===== config.mk =====
export PLATFORM = sky130hd
export DESIGN_NAME = minv3_fifo
export DESIGN_NICKNAME = d
export VERILOG_FILES = /design/src/rtl/minv3_fifo.sv
export SDC_FILE = /design/constraint.sdc
export NUM_CORES = 1
export LEC_CHECK = 0
export ABC_AREA = 1
export BUFFER_PORTS_ARGS = -buffer_cell sky130_fd_sc_hd__buf_2
export CAP_MARGIN = 15
export CORE_AREA = 2 2 39 41
export DETAILED_ROUTE_END_ITERATION = 12
export DIE_AREA = 0 0 41 43
export PLACE_DENSITY = 0.44
export SLEW_MARGIN = 0
export SYNTH_ARGS = -nofsm -noshare
export SYNTH_HDL_FRONTEND = slang
export SYNTH_SLANG_ARGS = --single-unit

===== constraint.sdc =====
create_clock -name clk -period 1.45 [get_ports clk]
set_input_delay 0.29 -clock clk [delete_from_list [all_inputs] [get_ports clk]]
set_output_delay 0.29 -clock clk [all_outputs]
set_load 0.02 [all_outputs]

===== src/rtl/minv3_fifo.sv =====
module minv3_fifo #(
	parameter int WIDTH = 1,
	parameter int DEPTH = 2
) (
	input  logic             clk,
	input  logic             arst_n,
	input  logic             push,
	output logic             full,
	input  logic [WIDTH-1:0] wdata,
	input  logic             pop,
	output logic             empty,
	output logic [WIDTH-1:0] rdata
);

	localparam int AW = (DEPTH > 1) ? $clog2(DEPTH) : 1;
	localparam int CNTW = $clog2(DEPTH + 1);

	logic [WIDTH-1:0] mem_q [DEPTH];
	logic [AW-1:0]    wr_q;
	logic [AW-1:0]    rd_q;
	logic [CNTW-1:0]  cnt_q;
	logic             do_push;
	logic             do_pop;

	assign full = (cnt_q == CNTW'(DEPTH));
	assign empty = (cnt_q == '0);
	assign do_push = push && !full;
	assign do_pop = pop && !empty;
	assign rdata = mem_q[rd_q];

	// advance pointers and fill count
	always_ff @(posedge clk or negedge arst_n) begin
		if (!arst_n) begin
			wr_q <= '0;
			rd_q <= '0;
			cnt_q <= '0;
		end else begin
			if (do_push) begin
				wr_q <= (wr_q == AW'(DEPTH - 1)) ? '0 : wr_q + 1'b1;
			end
			if (do_pop) begin
				rd_q <= (rd_q == AW'(DEPTH - 1)) ? '0 : rd_q + 1'b1;
			end
			if (do_push && !do_pop) begin
				cnt_q <= cnt_q + 1'b1;
			end else if (do_pop && !do_push) begin
				cnt_q <= cnt_q - 1'b1;
			end
		end
	end

	// store the incoming beat
	always_ff @(posedge clk) begin
		if (do_push) begin
			mem_q[wr_q] <= wdata;
		end
	end

endmodule


# --- After elaboration in Yosys (flattened, before gate mapping) ---
# Memories as Yosys holds them, arrays and structs flattened.
# Cells that the tools add are included.
# Widths: inputs -> output; s select.
word_totals:
  ff_bits: 4
  ramBits: 2
  in_bits: 5
  output_inout_bits: 3
  elab_cells: 25
  mem_count: 1
classes:
  addsub: 4
  n_eq_ne: 1
  n_mux: 6
  reduce_logical: 10
mem_list:
  columns: ["name", "words", "word_bits", "read_ports", "rd_ports_with_merged_regs", "write_ports", "line", "source"]
  rows:
  - ["mem_q", 2, 1, 1, 0, 1, "18", "logic [WIDTH-1:0] mem_q [DEPTH];"]
ops:
  columns: ["operator", "n"]
  rows:
  - ["$logic_and 1x1->1", 4]
  - ["$logic_not 1->1", 4]
  - ["$mux 1", 4]
  - ["$mux 2", 2]
  - ["$add 1x1->1 const B", 2]
  - ["$add 2x1->2 const B", 1]
  - ["$eq 2x2->1 const B", 1]
  - ["$logic_not 2->1", 1]
  - ["$reduce_bool 2->1", 1]
  - ["$sub 2x1->2 const B", 1]

# --- Depth between registers and ports, before layout ---
# Gate-level depths: netlist (run 1).
logic_depth:
  word_depth: 7
  depth_mapped: 9
  depth_no_buf: 9

# --- Least setup slack after synthesis (run 1) ---
# No wires, ideal clock.
synth_path:
  kind: "register to register"
  startpoint: "reg cnt_q[0]"
  endpoint: "reg cnt_q[1]"
  setup_time_ps: 117
  t_arrival_ps: 1282
  required_ps: 1333
  setup_slack_ps: 51
  path_stages_with_launch: 8
  n_path_buf: 0
  period_less_slack_ps: 1399
  path_cell_list: "dfrtp_1 nor2_2 nor2_2 ha_1 inv_1 nand3_1 nand2_1 nand2_1"
synth_between:
  elab_chain_len: 6
  word_cells_on_any_way: 15
  cone_classes: "add/sub: 2; eq/ne: 1; mux: 2; reduce/logical: 10"
synth_lines:
  columns: ["element", "line", "source"]
  rows:
  - ["start, declared", "21", "logic [CNTW-1:0] cnt_q;"]
  - ["start signal, assigned", "45", "cnt_q <= cnt_q + 1'b1;"]
  - ["start signal, assigned", "47", "cnt_q <= cnt_q - 1'b1;"]
  - ["$eq 2x2->1 *", "25", "assign full = (cnt_q == CNTW'(DEPTH));"]
  - ["via full", "8", "output logic full,"]
  - ["$logic_not 1->1 *", "27", "assign do_push = push && !full;"]
  - ["$logic_and 1x1->1 *", "27", null]
  - ["$logic_not 1->1", "46", "end else if (do_pop && !do_push) begin"]
  - ["$logic_and 1x1->1", "46", null]
  - ["$reduce_bool 2->1 (no source line)", null, null]
# Mark *: on every way through the listed nets, which the timed path passes. The rest lies on a longest branch. The select of a mux whose other input is x is not followed.
# A chain may end at the register's enable or synchronous reset.

# --- Worst setup path after layout (run 1) ---
layout_path:
  startpoint: "reg cnt_q[0]"
  endpoint: "reg cnt_q[1]"
layout_between:
  elab_chain_len: 6
  word_cells_on_any_way: 15
  cone_classes: "add/sub: 2; eq/ne: 1; mux: 2; reduce/logical: 10"
layout_lines:
  columns: ["element", "line"]
  rows:
  - ["$eq 2x2->1 or $logic_not 2->1 (tied branches)", "25, 26"]
  - ["$logic_not 1->1 (on tied branches)", "27, 28"]
  - ["$logic_and 1x1->1 (on tied branches)", "27, 28"]
  - ["$logic_not 1->1 (on tied branches)", "46, 44"]
  - ["$logic_and 1x1->1 (on tied branches)", "46, 44"]
  - ["$reduce_bool 2->1 (no source line) or $mux 2 (tied branches)", null]
# Several ways; a longest one is shown, not always the timed one. The select of a mux whose other input is x is not followed.

==> run metrics, run 1 <==
run status=complete, no violations; Area growth syn-to-layout=29.9%; Std-Cell Core Area=between 1000 and 1500 sq um; TritonCTS buffer count=3; Largest stage delay, worst path=460 ps; maximum frequency from static timing analysis=739 MHz; number of antenna diodes=0; number of violations of the max-capacitance limit=0; Slew @ Worst Pin=250 ps; last weighted congestion value of the routability-driven placer=0.652; routing layer with the top usage in global route=met4; GRT Residual Overflow=0; total design power=roughly 840 uW; Final Setup Violations=0; cell with the largest stage delay on the worst path=dfrtp_1; pin count of the biggest net entering global routing=8; biggest area contributors in the synthesized netlist=dfrtp_1 (33%), edfxtp_1 (20%), nand2_1 (15%); fraction of final layout cells sized beyond drive strength 1=0.245; total non-filler cell area in the finished layout=397 sq um; leakage power=0.216 nW; CTS clk-pin slew, worst paths=around 50 ps; post-detailed-route wirelength per cell=8.58 microns; top flip-flop cell by instance count after synthesis=dfrtp_1; final clock period utilization by the worst path=0.933; Filler cells=168; share of the synthesized area in the top cell type=0.328; peak ir drop on the vdd network=around 0.48 mV; number of enable-type register cells in the synthesized netlist=2; flip-flop and latch count after synthesis=6; crit path cell chain=o21ai_1, ha_1, inv_1, nand3_1, nand2_1, nand2_1; Max Transition Viols Final=0; global-route wire length before repair=738 microns; worst slew slack as a fraction of its limit=0.833; total of buffers placed on input and output ports=7; required arrival time at the worst endpoint=approximately 1600 ps; count of boundary I/O pins=8; class of the most critical hold timing path=input port to flop; syn nets=43; post-route core utilization=0.287; number of rows in the core area=14; DRC=0; Post-CTS Repair Setup Buffers=0; number of nets still failing antenna checks after routing=0; GRT Total Usage=0.0716; dpl cell area=360 sq um; antenna violations before repair=0; post-route minimum period=1350 ps; global-route met1 utilization=0.0948; maximum fanout along the worst path=7; final count of hold timing violations=0; global-route track usage on met3=0; area of the mapped netlist=305 sq um; Die Area=1760 sq um; Critical Setup Path Class=flop to flop; Worst Skew=about 4.0 ps; Max Buffers Root-to-Sink=2; total negative slack for setup checks=0 ps; CP dominant cell by count=nand2_1; deepest level of the CTS H-tree=1; clock tree from TritonCTS=yes; startpoint type of the worst setup path=flop; overall routed net length=roughly 560 microns; vias=246; warning count from the yosys run=0; synthesized instance count=37; via count of the first global-routing pass=between 150 and 200; insertion delay to the later sink of the worst-skew pair=around 240 ps; DRT Pass-1 Iters=4; proportion of synthesized chip area in sequential cells=0.525; Die X=41 microns; detailed router's first-iteration violation count=10; Async SR Flop Fraction=0.667; Worst setup EP type=flop; Starting Density=0.221; height of the chip=43 microns; met2 capacity usage during global routing=0.0750; via count normalized by instance count=3.78; leading cell types by count after synthesis=nand2_1 (12), inv_1 (8), dfrtp_1 (4); Root Buffer=clkbuf_4; leading cell type by number of instances after synthesis=nand2_1; average cell area after synthesis=slightly above 8 sq um; setup repair after global routing missed its margin=no; NumNets Final=56; Cell Pwr Density=between 2000 and 2500 nW/um^2; Arrival @ worst endpoint=1480 ps; count of clock tree sinks=6; post-synthesis cell type with the largest combined area=dfrtp_1; distinct cell type count after synthesis=12
metal layers:
layer | wire length, microns | up-vias
met1 | 289 | 100
met4 | 0 | 0
li1 | - | 136
met2 | 233 | 10
met5 | 0 | -
met3 | 36 | 0
path summary, 6_finish.rpt:
check / start / to / slack (ps) / cells after the start
min: wdata / mem_q[0] / 240 / 1
max: cnt_q[0] / cnt_q[1] / 100 / 6
max in group asynchronous: arst_n / cnt_q[1] / 930 / 2
max reg2reg: cnt_q[0] / cnt_q[1] / 100 / 6
min reg2reg: wr_q / wr_q / 490 / 2
min in group asynchronous: arst_n / wr_q / 390 / 2
where the power goes:
group	switching [mW]	leakage [nW]	internal, mW
logic	0.220	0.135	0.142
registers	0.0676	0.0665	0.251
clock network	0.0601	0.0150	0.104
timing repair:
item	4_1_cts	5_1_grt
setup endpoints to repair	1	0
endpoints found under the hold margin	4	0
hold buffers	1	0
gates resized for setup	1	0
layout make-up:
| type | instances | area (sq um) | area share |
|---|---|---|---|
| multi-input combinational | 23 | 115 | 0.290 |
| tap | 16 | 20.0 | 0.0505 |
| clock buffer | 4 | 26.3 | 0.0662 |
| sequential | 6 | 160 | 0.404 |
| inverter | 8 | 30.0 | 0.0757 |
| timing repair buffer | 8 | 45.0 | 0.114 |
flip-flops by register name, indices dropped and copies added, names as in the netlist:
| signal | cells |
|---|---|
| wr_q | 1 |
| cnt_q | 2 |
| mem_q | 2 |
| rd_q | 1 |
per-stage QoR:
stage	hold WS [ps]	worst slack, ps	std cells
after global routing	227	8.55	65
after floorplan	-5.59	51.0	37
final	239	97.5	65
after CTS	226	87.9	65
after global placement	103	6.96	60
after detailed placement	104	0.315	60
cells in the final DEF (no fill, tap or decap):
| cell | n |
|---|---|
| inv_1 | 8 |
| nand2_1 | 12 |
| edfxtp_1 | 2 |
| nor2_2 | 2 |
| xnor2_1 | 1 |
| o21ai_1 | 1 |
| ha_1 | 1 |
| nor2_1 | 2 |
| buf_2 | 7 |
| nand3b_1 | 1 |
| nand3_1 | 1 |
| o21ai_0 | 1 |
| clkbuf_1 | 1 |
| dlygate4sd3_1 | 1 |
| dfrtp_1 | 4 |
| nand4_1 | 1 |
| clkbuf_4 | 3 |
cells by family after synthesis:
logic type	after synthesis	synth area share
adder cells (fa/ha/maj)	1	0.0410
buffers and inverters	8	0.0984
flip-flops	6	0.525
AO/OA/AOI/OAI	2	0.0328
XOR/XNOR	1	0.0287
AND/OR/NAND/NOR	19	0.275
critical path: cells and delay by family, from the launching register on:
family                   cells  cell delay, ps
AO/OA/AOI/OAI                1             230
adder cells (fa/ha/maj)      1             290
buffers and inverters        1              80
flip-flops                   1             460
AND/OR/NAND/NOR              3             190
Note: power is estimated with default switching activity, not from simulation.
==> run 2, diff against run 1 <==
clock period = 1.29 ns   (was 1.45 ns; I/O delays follow)
==> run 2 against run 1 <==
Effect of this change: the run now ends with setup timing left; worst setup slack lost 130 ps; critical path type is now flop to output port; cell count grew 6.2%; clock power grew 13%; critical endpoint is now full; clock skew shrank 1.7 ps.
==> run metrics, run 2 (same netlist as run 1, synthesis figures left out) <==
pin count of the biggest net entering global routing=5 (-3); setup ws final=-32.5 ps (-130 ps); violations in the final reports=setup timing; final count of hold timing violations=0 (unchanged); vias=280 (+14%); HPWL Detailed=436 microns; worst slew slack as a fraction of its limit=0.848 (+0.0143); Sequential Power Share=0.315 (-0.062); Starting Density=0.221 (unchanged); deepest level of the CTS H-tree=1 (unchanged); global-route met1 utilization=0.0820 (-0.0128); Max Transition Viols Final=0 (unchanged); met2 capacity usage during global routing=0.119 (+0.0438); Placement Setup Slack=-55.7 ps (-56.0 ps); post-route core utilization=0.339 (+0.0524); Die Area=1760 sq um (unchanged); startpoint type of the worst setup path=flop; Reg-to-Reg End=cnt_q[1]; maximum fanout along the worst path=4 (-3); worst hold path startpoint=wdata; clock tree from TritonCTS=yes; Max Buffers Root-to-Sink=2 (unchanged); commonest non-fill, non-tap cell in the layout=nand2_1; Slew @ Worst Pin=226 ps (-23.8 ps); CTS clk-pin slew, worst paths=50 ps (about the same); global-route track usage on met3=0.0157 (+0.0157); proportion of power drawn by the clock network=0.163 (-0.032); required arrival time at the worst endpoint=1030 ps (-550 ps); Die X=41 microns (unchanged); setup repair after global routing missed its margin=yes; endpoint of the worst hold path=mem_q[0]; Final Setup Violations=1 (+1); commonest non-fill, non-tap cells in the layout=nand2_1 (12), inv_1 (7), buf_4 (5); TritonCTS buffer count=3 (unchanged); Worst Skew=2.36 ps (-1.67 ps); via count of the first global-routing pass=254 (+28%); Regs by FF count=cnt_q x2, mem_q x2; switching share of total power=0.389 (-0.0228); count of boundary I/O pins=8 (unchanged); NumNets Final=60 (+7.1%); run status=complete, but fails checks; cell internal pwr=697 uW (+40%); peak ir drop on the vdd network=1.03 mV (+120%); Critical Setup Path Class=flop to output port; overall routed net length=563 microns (+0.90%); via count normalized by instance count=4.06 (+7.2%); worst hold path cell count=1 (unchanged); post-route minimum period=1320 ps; P_sw=444 uW (+28%); count of clock tree sinks=6 (unchanged); post-detailed-route wirelength per cell=8.16 microns (-5.0%); number of nets still failing antenna checks after routing=0 (unchanged); detailed router's first-iteration violation count=3 (-7); Reg2Reg Setup Slack=50 ps (-50 ps); class of the most critical hold timing path=input port to flop; final clock period utilization by the worst path=1.03; number of rows in the core area=14 (unchanged); DRC=0 (unchanged); maximum frequency from static timing analysis=756 MHz; DRT Pass-1 Iters=2 (-2); total negative slack for setup checks=-32.5 ps (-32.5 ps); Root Buffer=clkbuf_4; Cell Pwr Density=2430 nW/um^2 (+14%); Std-Cell Core Area=1380 sq um (unchanged); number of antenna diodes=0 (unchanged); height of the chip=43 microns (unchanged); worst reg-to-reg path cell count=8 (+2); routing layer with the top usage in global route=met2; Arrival @ worst endpoint=1060 ps (-420 ps); total of buffers placed on input and output ports=7 (unchanged); number of violations of the max-capacitance limit=0 (unchanged); last weighted congestion value of the routability-driven placer=0.792 (+21%); critical register-to-register path startpoint=cnt_q[1]; Area growth syn-to-layout=53.7%; leakage power=0.241 nW (+11%); combinational power share=0.522 (+0.094); antenna violations before repair=0 (unchanged); GRT Total Usage=0.0818 (+0.0102); global-route wire length before repair=897 microns (+22%); insertion delay to the later sink of the worst-skew pair=240 ps (about the same); Worst setup EP type=output port; fraction of final layout cells sized beyond drive strength 1=0.377 (+0.132); GRT Residual Overflow=0 (unchanged)
[run 2: cell count changes in the layout (fill, tap and decap cells not counted), moves of 2 or more]
cell / before / now
nor2_2: 2 / 0
buf_6: 0 / 2
buf_4: 0 / 5
nor2_4: 0 / 2
buf_2: 7 / 4
[run 2: power groups by stage]
stage	clock (mW)	combinational, mW	sequential [mW]
floorplan	0	0.329	0.350
global placement	0	0.514	0.355
detailed placement	0	0.507	0.357
CTS	0.194	0.546	0.356
global route	0.207	0.679	0.374
finish	0.186	0.596	0.359
[run 2: worst max-delay path by stage]
stage          cells after the start  startpoint  endpoint  slack, ps
2_1_floorplan                      8    cnt_q[1]  cnt_q[1]         -5
3_3_place_gp                       6    cnt_q[0]  cnt_q[1]        -50
3_5_place_dp                       6    cnt_q[0]  cnt_q[1]        -60
4_1_cts                            8    cnt_q[1]  cnt_q[1]          3
5_1_grt                            4    cnt_q[1]      full       -100
6_report                           4    cnt_q[1]      full        -30
[run 2: repair_timing]
action                                  CTS  global route
buffers inserted                          0             0
hold endpoints to repair                  4             0
endpoints found under the setup margin    2             4
pin swaps                                 1             0
hold buffers                              1             0
gates resized for setup                   4             5
[run 2: final cells by class]
class / count / area [sq um]
tap: 16 / 20.0
clock buffer: 4 / 26.3
multi-input combinational: 23 / 141
sequential: 6 / 161
inverter: 8 / 30.0
fill: 146 / 915
timing repair buffer: 12 / 90.1
[run 2: metrics by stage]
stage               hold slack (ps)  total power [mW]  std cells  instance area, sq um
detailed placement             67.7             0.864         64                   397
global route                    190              1.26         69                   469
floorplan                     -37.6             0.679         37                   312
CTS                             201              1.10         69                   443
global placement               68.2             0.869         64                   397
finish                          207              1.14         69                   469
[run 2: worst max-delay path: stages, from the launching register on]
cell and delay [ps]:
dfrtp_1 410, inv_2 80, nor2_4 120, buf_6 110, buf_6 100
[run 2: per-layer routing]
layer	wire length, microns	vias up	share of wire
met2	282	9	0.50
met4	17	0	0.030
met5	0	-	0
met1	233	123	0.41
li1	-	146	-
met3	29	2	0.052
==> run 3, diff against run 2 <==
SKIP_LAST_GASP = 1   (was default)
==> run 3 against run 2 <==
Effect of this change: the flow still finishes with violations (setup timing); worst hold slack unchanged; power unchanged; clock-buffer cell count unchanged; core utilization unchanged; clock skew unchanged; first-iteration DRC count unchanged; via count unchanged; die area unchanged; design area unchanged; critical path type unchanged.
==> run metrics, run 3 (same netlist as run 1, synthesis figures left out) <==
run status=complete, but fails checks; violations in the final reports=setup timing; TritonCTS buffer count=3 (unchanged); class of the most critical hold timing path=input port to flop; worst slew slack as a fraction of its limit=0.848 (unchanged); height of the chip=43 microns (unchanged); required arrival time at the worst endpoint=1030 ps (about the same); Critical Setup Path Class=flop to output port; deepest level of the CTS H-tree=1 (unchanged); total of buffers placed on input and output ports=7 (unchanged); number of rows in the core area=14 (unchanged); commonest non-fill, non-tap cell in the layout=nand2_1; commonest non-fill, non-tap cells in the layout=nand2_1 (12), inv_1 (7), buf_4 (5); antenna violations before repair=0 (unchanged); Regs by FF count=cnt_q x2, mem_q x2; post-detailed-route wirelength per cell=8.16 microns (unchanged); count of boundary I/O pins=8 (unchanged); Max Buffers Root-to-Sink=2 (unchanged); Cell Pwr Density=2430 nW/um^2 (unchanged); Final Setup Violations=1 (unchanged); Post-CTS Repair Setup Buffers=0 (unchanged); last weighted congestion value of the routability-driven placer=0.792 (unchanged); count of clock tree sinks=6 (unchanged); final clock period utilization by the worst path=1.03 (unchanged); Worst Hold Margin=207 ps (unchanged); GRT Total Usage=0.0818 (unchanged); DRT Pass-1 Iters=2 (unchanged); number of violations of the max-capacitance limit=0 (unchanged); Worst setup EP type=output port; overall routed net length=563 microns (unchanged); Filler cells=146 (unchanged); vias=280 (unchanged); Max Transition Viols Final=0 (unchanged); Die Area=1760 sq um (unchanged); Root Buffer=clkbuf_4; startpoint type of the worst setup path=flop; Arrival @ worst endpoint=1060 ps (about the same); maximum frequency from static timing analysis=756 MHz (unchanged); final count of hold timing violations=0 (unchanged); worst hold path cell count=1 (unchanged); CTS clk-pin slew, worst paths=50 ps (about the same); total non-filler cell area in the finished layout=469 sq um (unchanged); Slew @ Worst Pin=226 ps (unchanged); Starting Density=0.221 (unchanged); clock tree from TritonCTS=yes; post-route minimum period=1320 ps (unchanged); NumNets Final=60 (unchanged); setup ws final=-32.5 ps (unchanged); pin count of the biggest net entering global routing=5 (unchanged); global-route wire length before repair=897 microns (unchanged); Std-Cell Core Area=1380 sq um (unchanged); via count normalized by instance count=4.06 (unchanged); Worst Skew=2.36 ps (unchanged); number of antenna diodes=0 (unchanged); Die X=41 microns (unchanged); DRC=0 (unchanged); dpl cell area=397 sq um (unchanged); GRT Residual Overflow=0 (unchanged); fraction of final layout cells sized beyond drive strength 1=0.377 (unchanged); detailed router's first-iteration violation count=3 (unchanged); HPWL Detailed=436 microns (unchanged); maximum fanout along the worst path=4 (unchanged); leakage power=0.241 nW (unchanged); number of nets still failing antenna checks after routing=0 (unchanged); via count of the first global-routing pass=254 (unchanged); insertion delay to the later sink of the worst-skew pair=240 ps (about the same); worst reg-to-reg path cell count=8 (unchanged); setup repair after global routing missed its margin=yes; peak ir drop on the vdd network=1.03 mV (unchanged); Area growth syn-to-layout=53.7% (unchanged)
run 3: cell counts in the layout (fill, tap and decap cells not counted):
No cell type changed its count.
run 3: metrics by stage:
step | cells | TNS, ps | setup slack, ps | util | total power [mW]
after floorplan | 37 | -4.83 | -4.83 | - | 0.679
after global placement | 64 | -46.5 | -46.5 | 0.287 | 0.869
after detailed placement | 64 | -55.7 | -55.7 | 0.287 | 0.864
after CTS | 69 | 0 | 2.62 | 0.320 | 1.10
after global routing | 69 | -181 | -101 | 0.339 | 1.26
final | 69 | -32.5 | -32.5 | 0.339 | 1.14
run 3: where the power goes:
part           total (mW)  internal [mW]  switching (mW)
registers           0.359          0.285          0.0740
logic               0.596          0.295           0.301
clock network       0.186          0.117          0.0683
total                1.14          0.697           0.444
run 3: per-layer routing:
metal | vias to the layer above | share of wire | global-route usage
li1 | 146 | - | -
met4 | 0 | 0.030 | 0.100
met1 | 123 | 0.41 | 0.0820
met3 | 2 | 0.052 | 0.0157
met5 | - | 0 | 0
met2 | 9 | 0.50 | 0.119
run 3: final cells by class:
type                       instances  area, sq um  share of cell area
sequential                         6          161               0.344
clock buffer                       4         26.3              0.0560
inverter                           8         30.0              0.0640
multi-input combinational         23          141               0.301
tap                               16         20.0              0.0427
timing repair buffer              12         90.1               0.192
run 3: path summary, 6_finish.rpt:
path,start,end,slack (ps)
worst max-delay path,cnt_q[1],full,-30
worst min-delay path,wdata,mem_q[0],210
worst max register to register,cnt_q[1],cnt_q[1],50
worst min register to register,wr_q,wr_q,490
max in group asynchronous,arst_n,cnt_q[0],810
min in group asynchronous,arst_n,wr_q,350
run 3: what timing repair did:
action,CTS,global route
endpoints found under the setup margin,2,4
resized for setup,4,5
hold buffers,1,0
pin swaps,1,0
endpoints found under the hold margin,4,0
run 3: critical path, stage by stage, from the launching register on:
cell and delay (ps):
dfrtp_1 410, inv_2 80, nor2_4 120, buf_6 110
buf_6 100
